--- src/hw/rtl/dcmrpc_pkg.sv ---
`timescale 1ns / 1ps
package dcmrpc_pkg;

  localparam int CountsPerRev = 3000;
  localparam int TickRate     = 10;
  localparam int LimLevel     = 1800;
  localparam int QueueDepth   = 2;

  localparam logic [7:0] M_DISABLE = 8'd0;
  localparam logic [7:0] M_ENABLE  = 8'd1;
  localparam logic [7:0] M_NEWPID  = 8'd2;
  localparam logic [7:0] M_PID     = 8'd3;
  localparam logic [7:0] M_NEWRAMP = 8'd4;
  localparam logic [7:0] M_RAMP    = 8'd5;
  localparam logic [7:0] M_STOP    = 8'd8;
  localparam logic [7:0] M_IDLE    = 8'd255;

  localparam logic [2:0] A_MODE   = 3'd0;
  localparam logic [2:0] A_TARGET = 3'd1;
  localparam logic [2:0] A_TRACK  = 3'd3;
  localparam logic [2:0] A_VREF   = 3'd6;

  localparam logic [1:0] R_PROP  = 2'd0;
  localparam logic [1:0] R_INTEG = 2'd1;
  localparam logic [1:0] R_DERIV = 2'd2;

  typedef struct packed {
    logic               action;
    logic [2:0]         reg_addr;
    logic signed [31:0] write_value;
    logic [11:0]        pos_count;
    logic signed [15:0] rev_count;
  } in_item_t;

  typedef struct packed {
    logic [14:0]        duty_a;
    logic [14:0]        duty_b;
    logic [14:0]        drive_level;
    logic               direction;
    logic               outputs_enabled;
    logic [7:0]         mode;
    logic signed [31:0] velocity;
  } out_item_t;

  // Classified item handed from front to back.
  typedef struct packed {
    logic               is_write;
    logic [2:0]         reg_addr;
    logic signed [31:0] write_value;
    logic signed [29:0] position;
  } work_t;

  function automatic logic signed [31:0] sat32(input logic signed [63:0] v);
    if (v > 64'sd2147483647) return 32'sh7fffffff;
    if (v < -64'sd2147483648) return 32'sh80000000;
    return v[31:0];
  endfunction

endpackage

--- src/hw/rtl/dcmrpc_front.sv ---
`timescale 1ns / 1ps
module dcmrpc_front
  import dcmrpc_pkg::*;
(
  input  logic     clk,
  input  logic     rst,
  input  logic     in_valid,
  output logic     in_ready,
  input  in_item_t in_data,
  output logic     q_valid,
  input  logic     q_ready,
  output work_t    q_data
);
  localparam int PtrW = $clog2(QueueDepth);

  work_t            mem [QueueDepth];
  logic [PtrW-1:0]  wr_ptr, rd_ptr;
  logic [PtrW:0]    count;
  logic signed [29:0] pos;
  work_t            w;
  logic             push, pop;

  // position = rev * 3000 + count
  assign pos = 30'(in_data.rev_count * $signed(30'(CountsPerRev)))
             + $signed({18'd0, in_data.pos_count});

  always_comb begin
    w.is_write    = in_data.action;
    w.reg_addr    = in_data.reg_addr;
    w.write_value = in_data.write_value;
    w.position    = pos;
  end

  assign in_ready = (count != (PtrW+1)'(QueueDepth));
  assign q_valid  = (count != '0);
  assign q_data   = mem[rd_ptr];
  assign push     = in_valid && in_ready;
  assign pop      = q_valid && q_ready;

  always_ff @(posedge clk) begin
    if (push) mem[wr_ptr] <= w;
    if (rst) begin
      wr_ptr <= '0;
      rd_ptr <= '0;
      count  <= '0;
    end else begin
      if (push) wr_ptr <= (wr_ptr == PtrW'(QueueDepth-1)) ? '0 : wr_ptr + 1'b1;
      if (pop)  rd_ptr <= (rd_ptr == PtrW'(QueueDepth-1)) ? '0 : rd_ptr + 1'b1;
      count <= count + (PtrW+1)'(push) - (PtrW+1)'(pop);
    end
  end
endmodule

--- config.mk ---
export PLATFORM = sky130hd
export DESIGN_NAME = dcmrpc_front
export DESIGN_NICKNAME = d
export VERILOG_FILES = /design/src/hw/rtl/dcmrpc_pkg.sv /design/src/hw/rtl/dcmrpc_front.sv
export SDC_FILE = /design/constraint.sdc
export NUM_CORES = 1
export LEC_CHECK = 0
export BUFFER_PORTS_ARGS = -buffer_cell sky130_fd_sc_hd__buf_4
export CAP_MARGIN = 20
export CORE_MARGIN = 2
export CORE_UTILIZATION = 30
export CTS_CLUSTER_SIZE = 20
export DETAILED_ROUTE_END_ITERATION = 8
export PLACE_DENSITY = 0.57
export SYNTH_ARGS = -nofsm -noshare
export SYNTH_HDL_FRONTEND = slang
export SYNTH_SLANG_ARGS = --single-unit
--- constraint.sdc ---
create_clock -name clk -period 19.1 [get_ports clk]
set_input_delay 3.82 -clock clk [delete_from_list [all_inputs] [get_ports clk]]
set_output_delay 3.82 -clock clk [all_outputs]
set_load 0.01 [all_outputs]
==> load_flow_metrics.sql <==
INSERT INTO impl_metrics (metric_group, metric, value, unit) VALUES
('run_status', 'status', 'finished clean', ''),
('place', 'place.detailed.instances', '1272', ''),
('routing', 'detail-route-antenna-nets', '0', ''),
('finish', 'post-route-util', '37.0', '%'),
('sta', 'max_freq', '0.114', 'GHz'),
('sta', 'fin_skew', '0.00927', 'ns'),
('worst_setup_path', 'worstPathCellList', 'buf_4, fa_1, inv_1, fa_1, fa_1, inv_1, fa_1, inv_1, fa_1, inv_1, ha_1, a21oi_1, o21ai_1, and2_2, a211o_1, nor3_2, nand4_2, nor3_4, nand3_2, o41a_1', ''),
('sta', 'worstMarginPinSlew', '0.909', 'ns'),
('logic_synthesis', 'postSynthAreaPerCell', '12.8', 'sq um'),
('clock_tree', 'clk-insertion-delay-late', '0.41', 'ns'),
('sta', 'unrepaired_setup_endpoints_after_global_routing', 'no', ''),
('finish', 'final-instance-count-excl-fill', '1304', ''),
('floorplan', 'placement_rows', '65', ''),
('worst_setup_path', 'timing.critical_path.max_delay_family', 'adder cells', ''),
('sta', 'endpoints_failing_setup', '0', ''),
('global_routing', 'grt_antenna_before_repair', '0', ''),
('worst_setup_path', 'critPathLaunchType', 'primary input', ''),
('min_path', 'hold_path_class', 'flop to flop', ''),
('routing', 'final_routed_wire_length_divided_by_cell_count', '14.8', 'microns'),
('logic_synthesis', 'synth_edf_count', '132', ''),
('routing', 'detailroute.via_count', '5838', ''),
('logic_synthesis', 'async_reset_ff_share', '0', '%'),
('clock_tree', 'post_cts.resized_instances', '0', ''),
('clock_tree', 'post_cts_buffers', '0', ''),
('place', 'final_replace_weighted_congestion', '0.778', ''),
('worst_setup_path', 'critPathKind', 'primary input to flop', ''),
('floorplan', 'num_io_pins', '136', ''),
('sta', 'finalSetupTns', '0', 'ns'),
('sta', 'slew_headroom', '39.4', '%'),
('worst_setup_path', 'worst_path_largest_cell_delay', '0.53', 'ns'),
('sta', 'timing.final.crit_period', '8.80', 'ns'),
('logic_synthesis', 'synth_sequential_area_ratio', '42.5', '%'),
('finish', 'drive_gt1_share', '28.5', '%'),
('routing', 'first_iter_violations', '243', ''),
('place', 'detailedPlacementHpwl', '14700', 'microns'),
('worst_setup_path', 'path_buf_inv', '5', ''),
('finish', 'n_antenna_cell', '0', ''),
('worst_setup_path', 'critical_path.endpoint_type', 'flop', ''),
('sta', 'post-route-period-util', '46.1', '%'),
('logic_synthesis', 'synth_cell_types', '57', ''),
('clock_tree', 'tritoncts', 'done', ''),
('clock_tree', 'ctsHoldBuffers', '0', ''),
('clock_tree', 'numCtsBuffers', '17', ''),
('finish', 'nFillCells', '3045', ''),
('logic_synthesis', 'ys_ff_latch', '137', ''),
('finish', 'layout-area-overhead-vs-synth', '21.9', '%'),
('clock_tree', 'cts-htree-levels', '4', ''),
('worst_setup_path', 'data_arrival_critical_path', '8.95', 'ns'),
('global_routing', 'grt_first_pass_wirelength', '31300', 'microns'),
('clock_tree', 'cts.reportedPaths.clkPinSlew', '0.06', 'ns'),
('floorplan', 'die_width', '182', 'microns'),
('floorplan', 'floorplan.die.height', '182', 'microns'),
('worst_setup_path', 'critical_path.most_common_cell', 'fa_1', ''),
('place', 'port_buffer_count', '135', ''),
('global_routing', 'largest_net_degree_at_the_start_of_global_routing', '67', ''),
('sta', 'report.final.slew_viol_count', '0', ''),
('worst_setup_path', 'timing.critical_path.required', '19.25', 'ns'),
('job', 'cap_violations', '0', ''),
('logic_synthesis', 'synthesis.area', '9550', 'sq um'),
('floorplan', 'core_region_area', '31500', 'sq um'),
('floorplan', 'design.die.area', '33300', 'sq um'),
('worst_setup_path', 'slowest_stage', 'fa_1', ''),
('routing', 'wirelength', '19300', 'microns'),
('routing', 'post-route-drc-count', '0', ''),
('clock_tree', 'cts-root-to-sink-buffers', '2', ''),
('logic_synthesis', 'syn-instance-count', '747', ''),
('logic_synthesis', 'dominantRegCellSynth', 'edfxtp_1', ''),
('routing', 'detail_route.vias_per_cell', '4.48', ''),
('clock_tree', 'clock-root-buffer', 'clkbuf_16', ''),
('global_routing', 'first_global_vias', '5981', ''),
('sta', 'hold_slack', '0.529', 'ns'),
('global_routing', 'all_layer_gr_usage', '11.9', '%'),
('routing', 'detail_route.first_pass.iterations', '5', ''),
('worst_setup_path', 'worstPathMaxFanout', '8', ''),
('floorplan', 'initial_core_util', '30.4', '%'),
('logic_synthesis', 'ys.warnings.count', '0', ''),
('sta', 'finalHoldViolCount', '0', ''),
('finish', 'final_layout_net_count', '1118', ''),
('global_routing', 'grt_overflow_total', '0', ''),
('logic_synthesis', 'syn-num-nets', '976', ''),
('clock_tree', 'clkSinkCount', '137', '');
## area by class of cell
cell class | instances | area, sq um | area share [%]
Sequential cell | 137 | 4070 | 34.9
Tap cell | 402 | 503 | 4.32
Timing Repair Buffer | 138 | 1040 | 8.89
Inverter | 125 | 469 | 4.03
Clock inverter | 14 | 196 | 1.69
Clock buffer | 18 | 429 | 3.68
Multi-Input combinational cell | 470 | 4950 | 42.5
## layer usage
| metal | vias up | share of wire [%] | global-route usage, % |
|---|---|---|---|
| met5 | - | 0.031 | 0 |
| met4 | 2 | 0.57 | 3.19 |
| met3 | 9 | 4.2 | 2.06 |
| met2 | 140 | 46 | 19.8 |
| met1 | 2827 | 49 | 16.0 |
| li1 | 2860 | - | - |
## Yosys cell counts (3+ instances only)
cell      number  share of area [%]
buf_4          4               0.31
xor2_1        22                2.0
nor4_1         3               0.20
edfxtp_1     132                 41
nand2b_1       8               0.52
ha_1          83                 11
fa_1          78                 16
o21a_1         6               0.47
a21o_1        10               0.79
nand4_1        4               0.26
dfxtp_1        5                1.0
a21oi_1       32                1.7
clkbuf_1      10               0.39
nand3_1        6               0.31
nand2_1       27                1.1
inv_1        125                4.9
xnor2_1       25                2.3
o211ai_1       7               0.55
a211oi_1       3               0.24
nor2_1        25               0.98
mux2_2        66                7.8
nor3_1         4               0.21
a21boi_0       3               0.24
o21ai_0       14               0.73
a31oi_1        3               0.20
## sequential cells by signal (all words and copies together) (netlist names), named ones only
register and cells:
mem 132, count 2, rd_ptr 1, wr_ptr 1
## cells in the final DEF, fill, tap and decap left out, drive strengths merged, types with 25 or more instances in the layout
master  count
a21oi      34
buf       138
edfxtp    132
fa         78
ha         83
inv       127
mux2       66
nand2      27
nor2       25
xnor2      26
## stage by stage
stage,area (sq um),worst slack [ns]
after floorplan,9550,10.31
after global placement,11000,9.95
after detailed placement,11000,9.87
after CTS,11600,10.30
after global routing,11600,9.98
final,11600,10.30
## worst min-delay path, cell delays in order (launching register included)
cell	delay, ns
dfxtp_1	0.32
xnor2_1	0.09
nor2_1	0.08
## final timing paths
check	from	to	slack (ns)	cells after the start
setup / recovery	in_data[2]	mem[1][29]	10.30	20
hold / removal	rd_ptr	flop	0.53	2
hold reg to reg	rd_ptr	flop	0.53	2
setup reg to reg	count[0]	mem[1][31]	16.89	3
## cell families (layout without fill, tap and decap cells)
group	after synthesis	in the layout	synth area share [%]
compound gates	94	94	6.47
xor+xnor	48	48	4.48
fa+ha+maj	161	161	27.2
buf+inv	140	295	5.76
flops	137	137	42.5
mux	67	67	7.88
simple gates	100	100	5.66
Power is not shown: default switching activity piles up to over one toggle a cycle in this logic, so the estimate is an artifact.
